$ cat src/hw/rtl/hmt_ram.sv
// Generic single-write, single-read RAM with registered read data.
// No dependencies.
module hmt_ram #(
  parameter int WIDTH = 8,
  parameter int DEPTH = 16
) (
  input  logic                     clk,
  input  logic                     we,
  input  logic [$clog2(DEPTH)-1:0] waddr,
  input  logic [WIDTH-1:0]         wdata,
  input  logic                     re,
  input  logic [$clog2(DEPTH)-1:0] raddr,
  output logic [WIDTH-1:0]         rdata
);
  logic [WIDTH-1:0] mem [DEPTH];
  logic [WIDTH-1:0] rdata_r;

  always_ff @(posedge clk) begin
    if (we) begin
      mem[waddr] <= wdata;
    end
    if (re) begin
      rdata_r <= mem[raddr];
    end
  end

  assign rdata = rdata_r;
endmodule

$ cat config.mk
export PLATFORM = sky130hd
export DESIGN_NAME = hmt_ram
export DESIGN_NICKNAME = d
export VERILOG_FILES = /design/src/hw/rtl/hmt_ram.sv
export SDC_FILE = /design/constraint.sdc
export NUM_CORES = 1
export LEC_CHECK = 0
export BUFFER_PORTS_ARGS = -buffer_cell sky130_fd_sc_hd__buf_4
export CAP_MARGIN = 20
export CORE_MARGIN = 4
export CORE_UTILIZATION = 50
export CTS_CLUSTER_DIAMETER = 50
export DETAILED_ROUTE_END_ITERATION = 10
export GPL_TIMING_DRIVEN = 1
export PLACE_DENSITY = 0.67
export REMOVE_ABC_BUFFERS = 1
export SKIP_CTS_REPAIR_TIMING = 1
export SYNTH_ARGS = -nofsm -noshare
export SYNTH_HDL_FRONTEND = slang
export SYNTH_SLANG_ARGS = --single-unit
$ cat constraint.sdc
create_clock -name clk -period 3.1 [get_ports clk]
set_input_delay 0.62 -clock clk [delete_from_list [all_inputs] [get_ports clk]]
set_output_delay 0.62 -clock clk [all_outputs]
set_load 0.02 [all_outputs]
Yosys cells after proc, flatten, opt, wreduce, memory -nomap -nowiden
Memories as Yosys holds them, arrays and structs flattened. A register that Yosys moved wholly into a read port is not among the register bits. Cells that the tools add are included.

Shift operators: 0. $add $sub $neg: 0. Reductions and logical operators: 0. Equality and inequality tests: 0. Divide/modulo/power cells: 0. Mux-type cells: 2. Multipliers: 0. $lt $le $gt $ge: 0. Bitwise operators: 0.

Operators with widths (number): two-way mux 1 bit (2).

Bits in latches: 0. Input bits: 19. Output and inout port bits: 8. Word-level logic and storage cells: 3. Bits in registers: 0. Bits in read-only memories: 0. Memories kept: 1. RAM bits: 128.

Memories: mem (words 16, width 8, rd ports 1, clocked after Yosys merged registers in 1, write ports 1, RTL line 15) `logic [WIDTH-1:0] mem [DEPTH];`.

Depth between registers and ports, before layout
Gate-level depths: netlist of the first run.

Depth after elaboration: 2. Depth in mapped cells: 5. Depth with buffers taken out: 3.

Least setup slack after synthesis of the first run
No wires, ideal clock.

Kind: input-to-reg. Start: in waddr[2]. End: mem mem[0][0] (enable). Cell stages on the path: 2. Path slack: 987 ps. Arrival: 1730 ps. Data required time: 2717 ps. Path through: or3b_2 nor3_1.

RTL lines: from (decl) (RTL line 9) `input logic [$clog2(DEPTH)-1:0] waddr,`; to (decl) (RTL line 15).

Straight into the memory's write port.

==> results of run 1 <==
## flip-flops by register name, indices dropped and copies added, names as in the netlist
name   flops
rdata      8
mem      128
## synthesized netlist by cell type
cell	number	area, um2
a22oi_1	16	120
and2_1	1	6.26
and2b_1	1	7.51
buf_2	3	15.0
buf_4	1	7.51
buf_6	3	33.8
clkdlybuf4s25_2	3	30.0
edfxtp_1	136	4080
mux4_1	14	368
mux4_2	18	405
nand2_1	9	33.8
nand2b_1	2	12.5
nand3_1	1	5.00
nand3b_1	2	15.0
nor2_1	13	48.8
nor2b_1	1	6.26
nor3_1	4	20.0
or3b_2	1	8.76
## where the power goes
| part | internal [mW] | switching [mW] | total, mW |
|---|---|---|---|
| registers | 2.07 | 0.0118 | 2.08 |
| clock network | 1.06 | 0.748 | 1.81 |
| logic | 0.0846 | 0.113 | 0.197 |
## cells by family after synthesis
family | Yosys count | share of synthesized area, %
buf+inv | 10 | 1.65
simple gates | 35 | 3.14
compound gates | 16 | 2.30
mux | 32 | 14.8
flops | 136 | 78.1
## metal layers
layer | global-route usage, % | vias to the layer above | wire length (um)
li1 | - | 1065 | -
met1 | 26.0 | 1221 | 4170
met2 | 26.0 | 86 | 4570
met3 | 4.48 | 8 | 768
met4 | 5.01 | 0 | 87
met5 | 0 | - | 0
## how the worst max path moves through the flow
stage	from	slack, ns	endpoint
floorplan	waddr[2]	0.99	mem[0][0]$_DFFE_PP_
global placement	raddr[0]	0.65	rdata[0]$_DFFE_PP_
detailed placement	raddr[0]	0.64	rdata[0]$_DFFE_PP_
CTS	raddr[0]	1.18	rdata[0]$_DFFE_PP_
global route	raddr[0]	1.08	rdata[0]$_DFFE_PP_
finish	raddr[0]	1.20	rdata[0]$_DFFE_PP_
## critical path, delay by kind of cell
kind                   cells  cell delay, ns
AO/OA/AOI/OAI              1            0.32
AND/OR/NAND/NOR            1            0.09
buffers and inverters      1            0.48
multiplexers               1            0.62
## metrics by stage
| stage | power, mW | setup WS (ns) | instance area [um2] |
|---|---|---|---|
| after global routing | 4.24 | 1.08 | 6110 |
| after floorplan | 2.21 | 0.987 | 5140 |
| final | 4.09 | 1.20 | 6110 |
| after detailed placement | 2.32 | 0.642 | 5570 |
| after CTS | 4.12 | 1.18 | 6110 |
| after global placement | 2.32 | 0.648 | 5570 |
## final cells by class
| class | count | area [um2] | share of cell area (%) |
|---|---|---|---|
| clock inverter | 14 | 128 | 2.09 |
| sequential | 136 | 4080 | 66.8 |
| clock buffer | 18 | 418 | 6.84 |
| multi-input combinational | 83 | 1060 | 17.3 |
| timing repair buffer | 34 | 255 | 4.18 |
| tap | 136 | 170 | 2.78 |
==> run summary, run 1 <==
status: completed
Max clock buf depth: 2
period utilization: 61.2%
Worst Tran Pin Value: 0.935 ns
Final ANT Viol Nets: 0
TNS Setup: 0 ns
die area: 12200 um2
Final setup viols: 0
synthesized area: 5230 um2
Slew HR: 37.5%
post-layout min period: 1.90 ns
critical-path cell list: buf_4, mux4_1, a22oi_1, nand2_1
Max FO, Critical Path: 32
Nets: 291
fraction of layout cells with a size suffix above 1: 29.5%
Final Max Slew Viols: 0
initial antenna violation count: 0
Antenna Cells: 0
Fmax achieved: 527 MHz
Placeable Area: 10200 um2
Slowest cell on crit path: mux4_1
DRT Pass-1 Iters: 4
R2R setup slack: 1.57 ns
root buf cell: clkbuf_8
largest net degree at the start of global routing: 33
vias in the first global route: 2468
Startpoint Class: input pin
CTS sink count: 136
R2R Path End: rdata[0]$_DFFE_PP_
Worst Hold Launch: re
CTS Buf Count: 17
Final Hold Fails: 0
power per cell area: 670 nW/um2
Peak VDD IR: 304 uV
Gate Count Post-Synth: 229
P&R area growth vs syn: 16.9%
Distinct cells, synth: 18
RR Startpoint: mem[1][0]$_DFFE_PP_
# DRC: 0
Finished Layout Cells: 421
unrepaired setup endpoints after global routing: no
H-tree levels: 4
WP data required: 3.35 ns
Row Count: 37
max incr delay on CP: 0.62 ns
Worst Path Arrival: 2.15 ns
total of max-cap violations: 0
DR iter-0 viols: 119
hold slack: 0.416 ns
Placed Cells: 389
Clock Skew: 0.0107 ns
hold path cells: 1
clk_lat worst skew: 0.51 ns
commonest non-fill, non-tap cell in the layout: edfxtp_1
die extent in y: 110 um
WHS Endpoint: rdata[4]$_DFFE_PP_
IO Pins: 27
TritonCTS clock tree: done
HPWL Detailed: 5930 um
Buffers on Ports: 26
post-synthesis sequential area ratio: 78.1%
Die W: 110 um
synthesis-stage register bit count: 136
crit end category: flop
syn avg cell area: 22.8 um2
GP Congestion: 0.709
via count: 2380
first-pass GRT wire length: 14600 um
Total GRT Usage: 17.5%
R2R cell count: 3
DR WL/cell: 22.8 um
vias per inst: 5.65
fin util: 59.7%
Crit Path Category: in -> reg
Initial Utilization: 51.1%
worst min path class: in -> reg
most frequent cells in the layout: edfxtp_1 (136), buf_4 (34), mux4_2 (18)
Fillers: 754
Lkg Pwr: 2.02 nW
clock-pin transition on the worst setup and hold timing paths: 0.06 ns
WL final: 9590 um
Overflow after GRT: 0
Synth Warn #: 0
(Power assumes the default switching activity.)
==> run 2: changes to the inputs <==
--- a/config.mk
+++ b/config.mk
@@ -5,6 +5,7 @@
 export SDC_FILE = /design/constraint.sdc
 export NUM_CORES = 1
 export LEC_CHECK = 0
+export ABC_AREA = 1
 export BUFFER_PORTS_ARGS = -buffer_cell sky130_fd_sc_hd__buf_4
 export CAP_MARGIN = 20
 export CORE_MARGIN = 4
==> constraint.sdc (replaced) <==
create_clock -name clk -period 1.8 [get_ports clk]
set_input_delay 0.36 -clock clk [delete_from_list [all_inputs] [get_ports clk]]
set_output_delay 0.36 -clock clk [all_outputs]
set_load 0.02 [all_outputs]
==> run summary, run 2 <==
status: completed
period utilization: 76.0%
largest net degree at the start of global routing: 65 (+97%)
Synth Warn #: 0 (unchanged)
CTS sink count: 136 (unchanged)
Lkg Pwr: 2.96 nW (+47%)
Slew HR: 63.1% (+26 points)
async set or reset register ratio after synthesis: 0% (unchanged)
Reg with most FFs: mem
Peak VDD IR: 719 uV (+140%)
commonest non-fill, non-tap cell in the layout: nand2_1
Antenna Cells: 0 (unchanged)
vias in the first global route: 3695 (+50%)
fin util: 60.1% (+0.33 points)
H-tree levels: 4 (unchanged)
Combinational Power Share: 6.2% (+1.4 points)
Nets: 612 (+110%)
RR Startpoint: mem[13][4]$_DFFE_PP_
clk_lat worst skew: 0.42 ns (-0.09 ns)
synthesized area: 5850 um2 (+12%)
Post-synth EDFFs: 136 (unchanged)
DRT Pass-1 Iters: 5 (+1)
Worst Path Arrival: 1.01 ns (-1.14 ns)
post-synthesis sequential area ratio: 69.8% (-8.3 points)
Gate Count Post-Synth: 551 (+140%)
crit end category: primary output
most area-hungry cell type in the Yosys netlist: edfxtp_1
Final Max Slew Viols: 0 (unchanged)
Row Count: 39 (+5.4%)
Max FO, Critical Path: 1 (-97%)
DR iter-0 viols: 400 (+240%)
TNS Setup: 0 ns (unchanged)
HPWL Detailed: 8130 um (+37%)
IO Pins: 27 (unchanged)
Initial Utilization: 51.2% (+0.11 points)
Critical path origin: rdata[1]$_DFFE_PP_
P&R area growth vs syn: 17.3%
total of max-cap violations: 0 (unchanged)
power per cell area: 1110 nW/um2 (+66%)
Placeable Area: 11400 um2 (+12%)
GP Congestion: 0.873 (+23%)
clock-pin transition on the worst setup and hold timing paths: 0.06 ns (about the same)
clock share of power: 46.6% (+2.3 points)
Overflow after GRT: 0 (unchanged)
syn avg cell area: 10.6 um2 (-54%)
Fmax achieved: 731 MHz
unrepaired setup endpoints after global routing: no
# DRC: 0 (unchanged)
M1 WL: 5560 um (+33%)
Buf+Inv Stages, Crit Path: 1 (unchanged)
Max Used Layer: met4
Startpoint Class: flop
DR WL/cell: 17.5 um (-23%)
die area: 13500 um2 (+11%)
via count: 3925 (+65%)
Max clock buf depth: 2 (unchanged)
vias per inst: 5.24 (-7.3%)
Int Pwr: 6.01 mW (+87%)
met2 wire len: 6250 um (+37%)
Slowest cell on crit path: edfxtp_1
Buffers on Ports: 26 (unchanged)
post-layout min period: 1.37 ns
Total GRT Usage: 21.0% (+3.5 points)
Met3 Wirelength: 1110 um (+44%)
Worst Hold Launch: re
Final setup viols: 0 (unchanged)
Worst Tran Pin Value: 0.552 ns (-0.382 ns)
worst min path class: in -> reg
CP delay by family, top: flip-flops
Primary FF master, synth: edfxtp_1
hold slack: 0.235 ns (-0.181 ns)
max incr delay on CP: 0.41 ns (-0.21 ns)
first-pass GRT wire length: 20500 um (+41%)
final instance area: 6860 um2 (+12%)
Final Hold Fails: 0 (unchanged)
Distinct cells, synth: 11 (-7)
max reg flops: 128 (unchanged)
WP data required: 1.44 ns (-1.91 ns)
area share of the largest cell type after synthesis: 69.8% (-8.3 points)
largest cells by area after synthesis: edfxtp_1 (70%), nand2_1 (11%), nand3_1 (8.3%)
Crit Path Category: reg -> out
switching share of power: 21.0% (-0.30 points)
die extent in y: 116 um (+5.3%)
fraction of layout cells with a size suffix above 1: 12.7% (-17 points)
critical-path cell list: buf_4
Die W: 116 um (+5.3%)
synthesis-stage register bit count: 136 (unchanged)
root buf cell: clkbuf_16
overall power: 7.60 mW (+86%)
initial antenna violation count: 0 (unchanged)
Seq pwr share: 47.2% (-3.7 points)
Switch Pwr: 1.60 mW (+83%)
Final ANT Viol Nets: 0 (unchanged)
most frequent cells in the layout: nand2_1 (173), edfxtp_1 (136), inv_1 (100)
most frequent cells after synthesis: nand2_1 (173), edfxtp_1 (136), inv_1 (100)
TritonCTS clock tree: done
Clock Skew: 0.00509 ns (-0.00565 ns)
leading cell type by number of instances after synthesis: nand2_1
DP Area: 6250 um2 (+12%)
CTS Buf Count: 17 (unchanged)
WL final: 13100 um (+37%)
## run 2: cell count changes in the layout (fill, tap and decap cells not counted), moves of 4 or more
cell	before	now
nor3_1	4	0
nand3_1	1	97
mux4_1	14	0
nor2_1	13	17
nand2_1	9	173
clkinv_1	0	4
a22oi_1	16	0
mux4_2	18	0
inv_1	0	100
buf_4	34	44
## run 2: stage by stage
stage	setup slack, ns	cells
2_1_floorplan	0.319	527
3_3_place_gp	0.197	717
3_5_place_dp	0.171	717
4_1_cts	0.408	749
5_1_grt	0.398	749
6_report	0.432	749
## run 2: worst paths after layout
check / endpoint / slack [ns] / depth (start not counted)
hold / removal: rdata[5]$_DFFE_PP_ / 0.23 / 1
setup reg to reg: rdata[4]$_DFFE_PP_ / 0.63 / 6
setup / recovery: rdata[1] / 0.43 / 1
hold reg to reg: rdata[3]$_DFFE_PP_ / 0.79 / 6
## run 2: cell families after synthesis
kind of cell,after synthesis,share of synthesized area (%)
simple gates,289,20.8
flops,136,69.8
buf+inv,126,9.39
## run 2: power by group through the flow
stage | clock, mW | combinational, mW | sequential (mW)
after CTS | 3.58 | 0.473 | 3.59
final | 3.54 | 0.473 | 3.59
after global routing | 3.74 | 0.519 | 3.59
after global placement | 0 | 0.462 | 3.65
after detailed placement | 0 | 0.468 | 3.65
after floorplan | 0 | 0.191 | 3.67
## run 2: final cells by class
class	instances	area, um2
sequential	136	4080
multi-input combinational	289	1210
fill	930	4560
clock buffer	17	425
inverter	102	383
tap	143	179
clock inverter	15	184
timing repair buffer	47	390
## run 2: routing by layer
layer	global-route usage, %	vias to the layer above
met1	28.1	1878
met5	0	-
li1	-	1865
met3	6.37	21
met4	6.34	0
met2	33.3	161
==> run 3: changes to the inputs <==
--- a/config.mk
+++ b/config.mk
@@ -13,7 +13,7 @@
 export CTS_CLUSTER_DIAMETER = 50
 export DETAILED_ROUTE_END_ITERATION = 10
 export GPL_TIMING_DRIVEN = 1
-export PLACE_DENSITY = 0.67
+export PLACE_DENSITY = 0.7
 export REMOVE_ABC_BUFFERS = 1
 export SKIP_CTS_REPAIR_TIMING = 1
 export SYNTH_ARGS = -nofsm -noshare
==> constraint.sdc (replaced) <==
create_clock -name clk -period 1.19 [get_ports clk]
set_input_delay 0.238 -clock clk [delete_from_list [all_inputs] [get_ports clk]]
set_output_delay 0.238 -clock clk [all_outputs]
set_load 0.02 [all_outputs]
==> run summary, run 3 (synthesized netlist as in run 2, its figures left out) <==
CP delay by family, top: flip-flops
DR iter-0 viols: 345 (-14%)
H-tree levels: 4 (unchanged)
commonest non-fill, non-tap cell in the layout: nand2_1
Placeable Area: 11400 um2 (unchanged)
largest net degree at the start of global routing: 45 (-31%)
period utilization: 104%
fin util: 60.2% (+0.099 points)
CTS Buf Count: 17 (unchanged)
total of max-cap violations: 0 (unchanged)
HPWL Detailed: 7920 um (-2.6%)
DR WL/cell: 16.1 um (-8.4%)
P&R area growth vs syn: 17.5%
unrepaired setup endpoints after global routing: yes
Reg with most FFs: mem
worst min path class: in -> reg
Max FO, Critical Path: 1 (unchanged)
WP data required: 0.95 ns (-0.49 ns)
Die W: 116 um (unchanged)
Overflow after GRT: 0 (unchanged)
fraction of layout cells with a size suffix above 1: 12.7% (+0.039 points)
Finished Layout Cells: 755 (+0.80%)
Worst Path Arrival: 1.00 ns (about the same)
initial antenna violation count: 0 (unchanged)
post-layout min period: 1.24 ns
Peak VDD IR: 1150 uV (+60%)
final instance area: 6870 um2 (+0.16%)
die extent in y: 116 um (unchanged)
Slowest cell on crit path: edfxtp_1
Final Hold Fails: 0 (unchanged)
root buf cell: clkbuf_16
Final setup viols: 4 (+4)
most frequent cells in the layout: nand2_1 (173), edfxtp_1 (136), inv_1 (100)
clock-pin transition on the worst setup and hold timing paths: 0.06 ns (about the same)
max reg flops: 128 (unchanged)
failing checks: setup timing
hold slack: 0.131 ns (-0.104 ns)
Lkg Pwr: 2.98 nW (+0.51%)
clk_lat worst skew: 0.41 ns (about the same)
Placed Cells: 726 (+1.3%)
vias per inst: 5.18 (-1.1%)
DP Area: 6370 um2 (+1.9%)
Buf+Inv Stages, Crit Path: 1 (unchanged)
IO Pins: 27 (unchanged)
CTS sink count: 136 (unchanged)
Row Count: 39 (unchanged)
Final ANT Viol Nets: 0 (unchanged)
Fmax achieved: 807 MHz
Final Max Slew Viols: 0 (unchanged)
critical-path cell list: buf_6
crit end category: primary output
Clock Skew: 0.00574 ns (+0.000658 ns)
power per cell area: 1530 nW/um2 (+38%)
Crit Path Category: reg -> out
Total GRT Usage: 19.4% (-1.5 points)
WL final: 12100 um (-7.6%)
# DRC: 0 (unchanged)
Initial Utilization: 51.2% (unchanged)
die area: 13500 um2 (unchanged)
Startpoint Class: flop
vias in the first global route: 3901 (+5.6%)
TritonCTS clock tree: done
DRT Pass-1 Iters: 5 (unchanged)
Antenna Cells: 0 (unchanged)
first-pass GRT wire length: 19700 um (-4.2%)
Buffers on Ports: 26 (unchanged)
via count: 3914 (-0.28%)
Slew HR: 76.2% (+13 points)
Worst Tran Pin Value: 0.357 ns (-0.196 ns)
Max clock buf depth: 2 (unchanged)
setup slack after layout: -0.0496 ns (-0.482 ns)
max incr delay on CP: 0.43 ns (+0.02 ns)
Nets: 621 (+1.5%)
status: finished with violations
GP Congestion: 0.835 (-4.4%)
[run 3: cell count changes in the layout (fill, tap and decap cells not counted), sizes merged]
cell      delta
buf          +9
bufinv       -4
clkbuf       +5
clkinv       -1
clkinvlp     -3
[run 3: final timing paths]
check / startpoint / endpoint / slack [ns] / cells past startpoint
setup reg to reg: mem[7][1]$_DFFE_PP_ / rdata[1]$_DFFE_PP_ / 0.08 / 6
hold reg to reg: mem[2][5]$_DFFE_PP_ / rdata[5]$_DFFE_PP_ / 0.75 / 6
setup / recovery: rdata[0]$_DFFE_PP_ / rdata[0] / -0.05 / 1
hold / removal: re / rdata[1]$_DFFE_PP_ / 0.13 / 1
[run 3: power by group]
group / leakage [nW] / switching (mW) / internal [mW] / total (mW)
Clock: 0.230 / 1.75 / 2.58 / 4.33
Sequential: 1.24 / 0.0355 / 5.40 / 5.44
Combinational: 1.51 / 0.462 / 0.275 / 0.738
[run 3: area by class of cell]
type                       instances  area, um2
clock inverter                     7       32.5
timing repair buffer              56        534
tap                              143        179
multi-input combinational        289       1210
clock buffer                      22        444
inverter                         102        383
sequential                       136       4080
fill                             911       4550
[run 3: per-stage QoR]
step / TNS [ns] / setup slack, ns / total power [mW]
3_5_place_dp: -3.81 / -0.174 / 6.26
4_1_cts: -0.195 / -0.0640 / 10.5
5_1_grt: -0.243 / -0.0703 / 10.8
6_report: -0.119 / -0.0496 / 10.5
3_3_place_gp: -2.40 / -0.156 / 6.24
2_1_floorplan: -1.29 / -0.169 / 5.84
[run 3: layer usage]
layer  global-route usage, %  share of wire (%)  routed length [um]  vias up
li1                        -                  -                   -     1880
met1                    24.7                 42                5050     1877
met2                    31.7                 50                6040      130
met3                    4.66                5.5                 672       27
met4                    9.05                3.0                 368        0
met5                       0                  0                   0        -
